$ cat config.mk
export PLATFORM = sky130hd
export DESIGN_NAME = ordered_array_list_unit
export DESIGN_NICKNAME = d
export VERILOG_FILES = /design/src/hw/rtl/oal_pkg.sv /design/src/hw/rtl/oal_cell.sv /design/src/hw/rtl/ordered_array_list_unit.sv
export SDC_FILE = /design/constraint.sdc
export NUM_CORES = 2
export LEC_CHECK = 0
export ABC_CLOCK_PERIOD_IN_PS = 7400
export BUFFER_PORTS_ARGS = -buffer_cell sky130_fd_sc_hd__buf_2
export CAP_MARGIN = 20
export CORE_MARGIN = 1.5
export CORE_UTILIZATION = 57
export CTS_CLUSTER_DIAMETER = 60
export CTS_CLUSTER_SIZE = 40
export DETAILED_ROUTE_END_ITERATION = 10
export PLACE_DENSITY = 0.76
export SLEW_MARGIN = 10
export SYNTH_ARGS = -nofsm -noshare
export SYNTH_HDL_FRONTEND = slang
export SYNTH_SLANG_ARGS = --single-unit
export TNS_END_PERCENT = 10
$ cat constraint.sdc
create_clock -name clk -period 7.4 [get_ports clk]
set_input_delay 0.37 -clock clk [delete_from_list [all_inputs] [get_ports clk]]
set_output_delay 0.37 -clock clk [all_outputs]
set_load 0.02 [all_outputs]
$ cat src/hw/rtl/oal_pkg.sv
`default_nettype none
package oal_pkg;

	localparam int DEPTH   = 16;
	localparam int WORD_W  = 32;
	localparam int CNT_W   = 5;
	localparam int KIND_W  = 3;
	localparam int STAT_W  = 2;
	localparam int CAP_W   = 5;
	localparam int PADDR_W = 3;
	localparam int PDATA_W = 32;

	localparam logic [CAP_W-1:0] CAP_RESET = CAP_W'(16);
	localparam logic [PADDR_W-3:0] REG_CAPACITY = '0;
	localparam logic signed [WORD_W-1:0] ERR_WORD = '1;

	// request kinds
	localparam logic [KIND_W-1:0] KIND_INS_POS   = 3'd0;
	localparam logic [KIND_W-1:0] KIND_INS_END   = 3'd1;
	localparam logic [KIND_W-1:0] KIND_INS_FRONT = 3'd2;
	localparam logic [KIND_W-1:0] KIND_REM_POS   = 3'd3;
	localparam logic [KIND_W-1:0] KIND_REM_FRONT = 3'd4;
	localparam logic [KIND_W-1:0] KIND_REM_END   = 3'd5;
	localparam logic [KIND_W-1:0] KIND_SEARCH    = 3'd6;

	localparam logic [STAT_W-1:0] ST_OK     = 2'd0;
	localparam logic [STAT_W-1:0] ST_FULL   = 2'd1;
	localparam logic [STAT_W-1:0] ST_EMPTY  = 2'd2;
	localparam logic [STAT_W-1:0] ST_BADPOS = 2'd3;

	typedef enum logic [1:0] {
		CELL_HOLD,
		CELL_INSERT,
		CELL_REMOVE
	} cell_op_t;

	typedef struct packed {
		logic [KIND_W-1:0]        kind;
		logic signed [WORD_W-1:0] item_value;
		logic [CNT_W-1:0]         position;
	} req_t;

	typedef struct packed {
		logic signed [WORD_W-1:0] removed_value;
		logic                     found;
		logic [STAT_W-1:0]        status;
		logic [CNT_W-1:0]         entry_count;
	} rsp_t;

	// broadcast to every cell of the chain
	typedef struct packed {
		cell_op_t                 op;
		logic [CNT_W-1:0]         pos;
		logic [CNT_W-1:0]         count;
		logic signed [WORD_W-1:0] word;
	} cell_ctrl_t;

endpackage
`default_nettype wire

$ cat src/hw/rtl/oal_cell.sv
`default_nettype none
module oal_cell (
	input  wire logic                             clk,
	input  wire oal_pkg::cell_ctrl_t              ctrl,
	input  wire logic [oal_pkg::CNT_W-1:0]        idx,
	input  wire logic signed [oal_pkg::WORD_W-1:0] left,
	input  wire logic signed [oal_pkg::WORD_W-1:0] right,
	output logic signed [oal_pkg::WORD_W-1:0]      value,
	output logic signed [oal_pkg::WORD_W-1:0]      sel_value,
	output logic                                   match
);
	import oal_pkg::*;

	logic signed [WORD_W-1:0] value_q;

	always_ff @(posedge clk) begin
		case (ctrl.op)
			CELL_INSERT: begin
				if (idx == ctrl.pos) begin
					value_q <= ctrl.word;
				end else if (idx > ctrl.pos) begin
					value_q <= left;
				end
			end
			CELL_REMOVE: begin
				if (idx >= ctrl.pos) begin
					value_q <= right;
				end
			end
			default: begin
				value_q <= value_q;
			end
		endcase
	end

	assign value     = value_q;
	// only the addressed cell puts its word on the or-bus
	assign sel_value = (idx == ctrl.pos) ? value_q : '0;
	assign match     = (idx < ctrl.count) && (value_q == ctrl.word);

endmodule
`default_nettype wire

$ cat src/hw/rtl/ordered_array_list_unit.sv
`default_nettype none
// latency: a request accepted at one edge has its result, marked by done, in the next cycle
// throughput: one request per cycle, busy stays low; every cell of the chain shifts,
//   loads or compares in the cycle of the request
// reset: count and done clear, capacity returns to 16, list words stay undefined until written
// the receiver cannot stall: each result is shown for exactly one cycle
module ordered_array_list_unit (
	input  wire logic                          clk,
	input  wire logic                          arst_n,
	input  wire logic                          start,
	output logic                               busy,
	input  wire oal_pkg::req_t                 request,
	output logic                               done,
	output oal_pkg::rsp_t                      result,
	input  wire logic                          psel,
	input  wire logic                          penable,
	input  wire logic                          pwrite,
	input  wire logic [oal_pkg::PADDR_W-1:0]   paddr,
	input  wire logic [oal_pkg::PDATA_W-1:0]   pwdata,
	output logic [oal_pkg::PDATA_W-1:0]        prdata,
	output logic                               pready
);
	import oal_pkg::*;

	logic [CAP_W-1:0]  cap_q;
	logic [CNT_W-1:0]  count_q;
	logic              done_q;
	rsp_t              rsp_q;

	cell_ctrl_t        ctrl;
	logic              accept;
	logic              is_ins;
	logic              is_rem;
	logic              is_search;
	logic [CNT_W-1:0]  pos;
	logic [CNT_W-1:0]  eff_cap;
	logic              full;
	logic [STAT_W-1:0] status;
	logic [CNT_W-1:0]  count_next;
	logic signed [WORD_W-1:0] removed;
	logic signed [WORD_W-1:0] sel_or;
	logic              found_any;

	logic signed [WORD_W-1:0] cell_value [DEPTH];
	logic signed [WORD_W-1:0] cell_sel   [DEPTH];
	logic [DEPTH-1:0]         cell_match;

	assign busy   = 1'b0;
	assign pready = 1'b1;
	assign accept = start && !busy;

	// configuration port
	always_ff @(posedge clk or negedge arst_n) begin
		if (!arst_n) begin
			cap_q <= CAP_RESET;
		end else if (psel && penable && pwrite && pready
				&& paddr[PADDR_W-1:2] == REG_CAPACITY) begin
			cap_q <= pwdata[CAP_W-1:0];
		end
	end

	assign prdata = (paddr[PADDR_W-1:2] == REG_CAPACITY)
		? {{(PDATA_W-CAP_W){1'b0}}, cap_q} : '0;

	// request decode
	assign eff_cap = (cap_q < CAP_W'(DEPTH)) ? cap_q : CAP_W'(DEPTH);
	assign full    = (count_q >= eff_cap) || (count_q >= CNT_W'(DEPTH));

	always_comb begin
		is_ins    = 1'b0;
		is_rem    = 1'b0;
		is_search = 1'b0;
		pos       = '0;
		case (request.kind)
			KIND_INS_POS: begin
				is_ins = 1'b1;
				pos    = request.position;
			end
			KIND_INS_END: begin
				is_ins = 1'b1;
				pos    = count_q;
			end
			KIND_INS_FRONT: begin
				is_ins = 1'b1;
			end
			KIND_REM_POS: begin
				is_rem = 1'b1;
				pos    = request.position;
			end
			KIND_REM_FRONT: begin
				is_rem = 1'b1;
			end
			KIND_REM_END: begin
				is_rem = 1'b1;
				pos    = (count_q == '0) ? '0 : count_q - CNT_W'(1);
			end
			KIND_SEARCH: begin
				is_search = 1'b1;
			end
			default: begin
				is_ins = 1'b0;
			end
		endcase
	end

	always_comb begin
		status = ST_OK;
		if (is_ins) begin
			if (full) begin
				status = ST_FULL;
			end else if (pos > count_q) begin
				status = ST_BADPOS;
			end
		end else if (is_rem) begin
			if (count_q == '0) begin
				status = ST_EMPTY;
			end else if (pos >= count_q) begin
				status = ST_BADPOS;
			end
		end
	end

	always_comb begin
		ctrl.op    = CELL_HOLD;
		ctrl.pos   = pos;
		ctrl.count = count_q;
		ctrl.word  = request.item_value;
		count_next = count_q;
		if (accept && status == ST_OK) begin
			if (is_ins) begin
				ctrl.op    = CELL_INSERT;
				count_next = count_q + CNT_W'(1);
			end else if (is_rem) begin
				ctrl.op    = CELL_REMOVE;
				count_next = count_q - CNT_W'(1);
			end
		end
	end

	// cell chain
	for (genvar i = 0; i < DEPTH; i++) begin : g_cell
		logic signed [WORD_W-1:0] left_w;
		logic signed [WORD_W-1:0] right_w;
		if (i == 0) begin : g_first
			assign left_w = '0;
		end else begin : g_left
			assign left_w = cell_value[i-1];
		end
		if (i == DEPTH - 1) begin : g_last
			assign right_w = '0;
		end else begin : g_right
			assign right_w = cell_value[i+1];
		end
		oal_cell u_cell (
			.clk       (clk),
			.ctrl      (ctrl),
			.idx       (CNT_W'(i)),
			.left      (left_w),
			.right     (right_w),
			.value     (cell_value[i]),
			.sel_value (cell_sel[i]),
			.match     (cell_match[i])
		);
	end

	always_comb begin
		sel_or = '0;
		for (int k = 0; k < DEPTH; k++) begin
			sel_or = sel_or | cell_sel[k];
		end
	end

	assign found_any = |cell_match;
	assign removed   = (is_rem && status == ST_OK) ? sel_or : ERR_WORD;

	always_ff @(posedge clk or negedge arst_n) begin
		if (!arst_n) begin
			count_q <= '0;
			done_q  <= 1'b0;
		end else begin
			count_q <= count_next;
			done_q  <= accept;
		end
	end

	always_ff @(posedge clk) begin
		if (accept) begin
			rsp_q.removed_value <= removed;
			rsp_q.found         <= is_search && found_any;
			rsp_q.status        <= status;
			rsp_q.entry_count   <= count_next;
		end
	end

	assign done   = done_q;
	assign result = rsp_q;

	// the list never grows past its storage
	a_count_bound: assert property (@(posedge clk) disable iff (!arst_n)
		count_q <= CNT_W'(DEPTH))
		else $error("entry count above depth");

	// the word count moves only on an accepted request
	a_count_idle: assert property (@(posedge clk) disable iff (!arst_n)
		!accept |=> $stable(count_q))
		else $error("entry count changed without a request");

	// a reported count matches the list state
	a_count_report: assert property (@(posedge clk) disable iff (!arst_n)
		done |-> result.entry_count == count_q)
		else $error("reported count differs from list state");

	// a failing request gives the error word
	a_err_word: assert property (@(posedge clk) disable iff (!arst_n)
		done && result.status != ST_OK |-> result.removed_value == ERR_WORD)
		else $error("error result without error word");

endmodule
`default_nettype wire

# Word level (Yosys, flattened, before mapping)
# Index checks and enable logic that the tools add are counted.
# totals
register_bits	563
in_bits	81
elab_cells	312
# op_classes
muxes	99
n_bitwise	16
order_cmp	53
addsub	2
n_eq_ne	71
n_reduce_logical	48
# ops
op	count
32-bit 2-to-1 mux	64
32-bit case mux with 2 select lines	16
32-bit equality test	16
32-bit bitwise OR	15
3-bit by 1-bit != test with 1-bit output (second input constant)	16
3-bit AND reduction	16
4-bit by 5-bit equality test with 1-bit output (first input constant)	8
4-bit by 5-bit greater-or-equal comparator with 1-bit output (first input constant)	8
4-bit by 5-bit > comparator with 1-bit output (first input constant)	8
4-bit by 5-bit less-than comparator with 1-bit output (first input constant)	8
2-bit by 1-bit != test with 1-bit output (second input constant)	16
5-bit 2-to-1 mux	6
1-bit logical AND	22
3-bit by 5-bit equality test with 1-bit output (first input constant)	4
3-bit by 5-bit greater-or-equal comparator with 1-bit output (first input constant)	4
3-bit by 5-bit > comparator with 1-bit output (first input constant)	4
3-bit by 5-bit less-than comparator with 1-bit output (first input constant)	4
2-bit 2-to-1 mux	9
16-bit OR reduction	1
5-bit case mux with 3 select lines	1
2-bit by 5-bit equality test with 1-bit output (first input constant)	2
1-bit by 5-bit greater-or-equal comparator with 1-bit output (first input constant)	2
2-bit by 5-bit greater-or-equal comparator with 1-bit output (first input constant)	2
5-bit greater-or-equal comparator	2
other kinds (24)	35

# Depth between registers and ports, before layout
# logic_depth
word_depth	20
ltp_mapped	25
mapped_depth_nobuf	17

# Modules after synthesis
# Synthesis repeated with hierarchy kept, for this count alone.
# hier_totals
cells_unflattened	4436
hier_area_um2	44113.6
# modules_own_cells
mod	cells_each	area_per_inst_um2	instances	seq_area_each_um2
oal_cell at g_cell[14].u_cell ...	251	2507.4	11	960.9
oal_cell at g_cell[0].u_cell ...	250	2516.2	5	960.9
ordered_array_list_unit	425	3951.3	1	1477.7

# Least setup slack after synthesis
# No wires, ideal clock.
# synth_timing
path_kind	register to register
startpoint	register count_q[1]
endpoint	register g_cell[2].u_cell.value_q[0] (enable)
arrival_time_ns	6.454
synth_period_minus_slack_ns	6.894
path_buffers	7
path_slack_ns	0.506
stages_incl_launch_ff	24
t_required_ns	6.959
cell_sequence	dfrtp_1 clkbuf_1 clkbuf_1 inv_1 ha_1 nor4b_4 o32a_2 nand2_4 inv_2 buf_6 buf_2 clkbuf_1 ha_1 nand2_1 a31oi_1 a31o_2 a2bb2oi_1 and3_1 and2_1 ha_1 clkbuf_1 clkbuf_1 or2_2 a31oi_1
# synth_between
elab_chain_len	14
elab_cells_between_ends	27
classes_between	add/sub: 1; order compare: 6; eq/ne: 5; mux: 9; reduce/logical: 6
# synth_rtl
item	line_no	rtl
from (decl)	ordered_array_list_unit.sv:26	logic [CNT_W-1:0] count_q;
from (signal assigned)	ordered_array_list_unit.sv:181	count_q <= count_next;
5-bit by 1-bit subtractor with 5-bit output / 5-bit logical NOT (equally long branches)	ordered_array_list_unit.sv:95, ordered_array_list_unit.sv:115	
5-bit 2-to-1 mux	ordered_array_list_unit.sv:95	pos = (count_q == '0) ? '0 : count_q - CNT_W'(1);
5-bit case mux with 3 select lines	ordered_array_list_unit.sv:74	case (request.kind)
5-bit greater-or-equal comparator	ordered_array_list_unit.sv:117	end else if (pos >= count_q) begin
2-bit 2-to-1 mux	ordered_array_list_unit.sv:117	
2-bit 2-to-1 mux	ordered_array_list_unit.sv:115	if (count_q == '0) begin
2-bit 2-to-1 mux	ordered_array_list_unit.sv:114	end else if (is_rem) begin
2-bit 2-to-1 mux	ordered_array_list_unit.sv:108	if (is_ins) begin
2-bit logical NOT	ordered_array_list_unit.sv:129	if (accept && status == ST_OK) begin
1-bit logical AND	ordered_array_list_unit.sv:129	
2-bit 2-to-1 mux	ordered_array_list_unit.sv:129	
2-bit by 1-bit equality test with 1-bit output / 2-bit equality test (equally long branches)	oal_cell.sv:17	case (ctrl.op)
3-bit by 1-bit != test with 1-bit output (no line), or another cell as far along	n/a	
3-bit AND reduction (no line) *	n/a	
to (signal assigned)	oal_cell.sv:20	value_q <= ctrl.word;
to (signal assigned)	oal_cell.sv:22	value_q <= left;
to (signal assigned)	oal_cell.sv:27	value_q <= right;
to (decl)	oal_cell.sv:14	logic signed [WORD_W-1:0] value_q;
# Mark *: on every way between the ends. The rest lies on a longest branch, timed or not.
# A chain may end at the register's enable or synchronous reset.

# Worst setup path in the final report
# layout_timing
startpoint	register count_q[0]
endpoint	register g_cell[4].u_cell.value_q[22] (enable)
# layout_between
elab_chain_len	14
elab_cells_between_ends	27
classes_between	add/sub: 1; order compare: 6; eq/ne: 5; mux: 9; reduce/logical: 6
# layout_rtl
item	line_no
5-bit by 1-bit subtractor with 5-bit output / 5-bit logical NOT (equally long branches)	ordered_array_list_unit.sv:95, ordered_array_list_unit.sv:115
5-bit 2-to-1 mux	ordered_array_list_unit.sv:95
5-bit case mux with 3 select lines	ordered_array_list_unit.sv:74
5-bit greater-or-equal comparator	ordered_array_list_unit.sv:117
2-bit 2-to-1 mux	ordered_array_list_unit.sv:117
2-bit 2-to-1 mux	ordered_array_list_unit.sv:115
2-bit 2-to-1 mux	ordered_array_list_unit.sv:114
2-bit 2-to-1 mux	ordered_array_list_unit.sv:108
2-bit logical NOT	ordered_array_list_unit.sv:129
1-bit logical AND	ordered_array_list_unit.sv:129
2-bit 2-to-1 mux	ordered_array_list_unit.sv:129
2-bit by 1-bit equality test with 1-bit output / 2-bit equality test (equally long branches)	oal_cell.sv:17
3-bit by 1-bit != test with 1-bit output (no line), or another cell as far along	n/a
3-bit AND reduction (no line) *	n/a
to (signal assigned)	oal_cell.sv:20
to (signal assigned)	oal_cell.sv:22
to (signal assigned)	oal_cell.sv:27
to (decl)	oal_cell.sv:14
# Marks and branches as above.

==> reports/metrics.csv <==
stage,metric,value,unit
setup_path,crit_required,7.69,ns
synthesis,synth_largest_area_cell,edfxtp_1,
setup_path,crit_type,register to register,
global_routing,top_usage_layer,met2,
setup_path,cp.arrival,6.70,ns
clock_network,tritoncts,yes,
job,cap_violations,0,
synthesis,synthesis.area,38700,um^2
clock_network,cts-root-buf,clkbuf_16,
drt,ant_nets,0,
timing,finalSetupViolations,0,
setup_path,worstSetupEndpointType,register,
drt,vias,33800,
pwr,p_leak,12.7,nW
floorplan,fp.dieW,263,um
clock_network,clk_path_buf_depth,3,
synthesis,ys.flop_type,edfxtp_1,
pwr,pwr_density_cell,308,nW/um^2
synthesis,postSynthAreaPerCell,9.95,um^2
setup_path,worstPathMaxFanout,30,
finish,seqCellArea,16900,um^2
timing,hold_viol_final,0,
global_routing,grt_pass1_vias,29900,
synthesis,synth-async-reset-ratio,1.95,%
timing,min_period,6.41,ns
floorplan,fp.dieH,263,um
placed_design,dpl-instance-area,39500,um^2
synthesis,synth-seq-cells,563,
floorplan,rows,95,
clock_network,cts-buffers-inserted,49,
finish,multi_input_area,20100,um^2
clock_network,htreeDepth,2,
placed_design,port_buffers,97,
setup_path,start_kind,register,
timing,finalClockSkew,0.0364,ns
timing,worst_pin_slew,1.25,ns
timing,fin_ws,0.992,ns
timing,period_share,86.6,%
timing,slew_violations,0,
synthesis,synth_edf_count,552,
hold_path,hold_class,input pin to asynchronous set/reset pin,
floorplan,die-area,69400,um^2
timing,tns,0,ns
synthesis,synth_cell_types,85,
global_routing,grt_overflow_total,0,
floorplan,core_area,67200,um^2
finish,area_growth,6.88,%
timing,fmax,156,MHz
synthesis,yosys.area.top_type_share,42.9,%
pwr,total_power,12.7,mW
placed_design,dp_hpwl,111000,um
global_routing,use_met3,16.6,%
synthesis,ys_top_cells_by_count,"nand2_1 (643), edfxtp_1 (552), mux2i_1 (460)",
finish,drive_gt1_share,9.86,%
run_status,status,"finished, final reports clean",
drt,drc_errors,0,
floorplan,num_io_pins,156,
synthesis,yosysSeqAreaShare,43.6,%
clock_network,clock-sinks,563,
timing,rsz0062_at_grt,false,
placed_design,pre_cts_slack,1.15,ns
global_routing,antenna_found_initial,8,
timing,max_slew_margin,16.5,%
clock_network,clock_latency,0.65,ns
drt,drt-total-wl,160000,um
drt,initialDrtViolationCount,7041,
drt,via_per_inst,7.19,
placed_design,gp_congestion,1.07,
global_routing,grt_pass1_wl,223000,um
global_routing,grt_usage,44.7,%
synthesis,synthTopCellsByArea,"edfxtp_1 (43%), mux2i_1 (12%), xnor2_1 (6.5%)",
clock_network,ctsResizeCount,0,
floorplan,start_util,57.6,%
synthesis,yosysMostFrequentCell,nand2_1,
synthesis,postSynthCellCount,3886,
clock_network,clkTransAtPathRegs,0.08,ns
synthesis,ys_warn_count,0,
global_routing,met1_usage,58.9,%
drt,wl_per_cell,34.0,um
finish,final_area,41300,um^2
drt,first_pass_iters,9,
finish,final_nets,3869,
global_routing,grt_max_degree,233,
finish,fillCellCount,5603,
global_routing,met2_usage,63.2,%
pwr,vdd_drop_max,210,uV
## power by group
part	leakage, nW	switching (mW)	internal [mW]	total, mW
sequential	5.26	0.964	4.51	5.47
combinational	6.57	2.95	1.38	4.33
clock	0.831	1.45	1.46	2.92
## critical path, cell delays in order (launching register included)
cell and delay (ns):
dfrtp_1 0.36, buf_4 0.21, inv_1 0.21, ha_1 0.40, nor3b_1 0.27, xnor2_1 0.17
o21a_2 0.27, inv_2 0.34, ha_1 0.35, a21o_1 0.23, a21o_1 0.16, o22ai_1 0.18
a2bb2oi_1 0.39, and3_1 0.40, nand2_1 0.15, ha_4 0.34, nor2_1 0.16, buf_4 0.18
a31oi_1 0.12, a21oi_4 0.61, buf_4 0.50
## kinds of logic after synthesis
group | Yosys count | share of synthesized area (%)
and+or+nand+nor | 1016 | 12.4
AOI/OAI and AO/OA | 873 | 13.8
DFF | 563 | 43.6
xor gates and xnor gates | 513 | 11.6
muxes | 485 | 12.6
buffers and inverters | 419 | 5.42
adders and majority gates | 15 | 0.485
other | 2 | 0.0194
## sequential cells by signal (all words and copies together), names as in the netlist
name	cells
done	1
result	40
g_cell.u_cell.value	512
cap_q	5
count_q	5
## what timing repair did
action                    in CTS  in global routing
hold buffers                   6                  0
setup buffers                  0                  0
hold endpoints to repair      16                  0
## path summary, 6_finish.rpt
check | from | endpoint | slack, ns | cells after the start
setup reg to reg | count_q[0] | g_cell[4].u_cell.value[22] | 0.99 | 20
setup / recovery | count_q[0] | g_cell[4].u_cell.value[22] | 0.99 | 20
min in group clk | request[37] | result[7] | 0.22 | 2
hold / removal | arst_n | count_q[4] | 0.13 | 2
hold reg to reg | cap_q[0] | cap_q[0] | 0.54 | 1
max in group asynchronous | arst_n | cap_q[4] | 6.99 | 2
## cell type report
type	instances	share of cell area, %
inverters	18	0.164
diodes	10	0.0606
multi-input cells	2931	48.6
repair buffers	210	3.56
clock inverters	39	1.13
flip-flops and latches	563	40.8
clock buffers	53	3.11
well taps	873	2.64
## per-layer routing
layer  share of wire [%]  vias up
met5               0.096        -
met4                 7.3       10
met3                  17      584
met2                  41     3298
met1                  34    16000
li1                    -    13900
## through the flow
| step | std cells | util, % | hold slack (ns) |
|---|---|---|---|
| after floorplan | 3913 | - | 0.0744 |
| after global placement | 4586 | 58.8 | 0.256 |
| after detailed placement | 4586 | 58.8 | 0.265 |
| after CTS | 4684 | 61.5 | 0.127 |
| after global routing | 4687 | 61.5 | 0.152 |
| final | 4697 | 61.5 | 0.134 |
## cells in the final DEF (no fill, tap or decap), types with 14 or more instances in the layout
cell type    n
nand2_1    643
edfxtp_1   552
mux2i_1    460
o21ai_1    408
xnor2_1    285
xor2_1     228
nand4_1    104
a22oi_1    104
buf_2       99
buf_4       94
o21ai_0     90
a21oi_1     82
nor4_1      68
nand3_1     57
clkbuf_16   51
a22o_1      36
conb_1      29
nor2_1      26
a221oi_1    24
mux2_2      23
nor3_1      20
a222oi_1    16
inv_1       14
ha_1        14
Power figures use the tool's default switching activity.
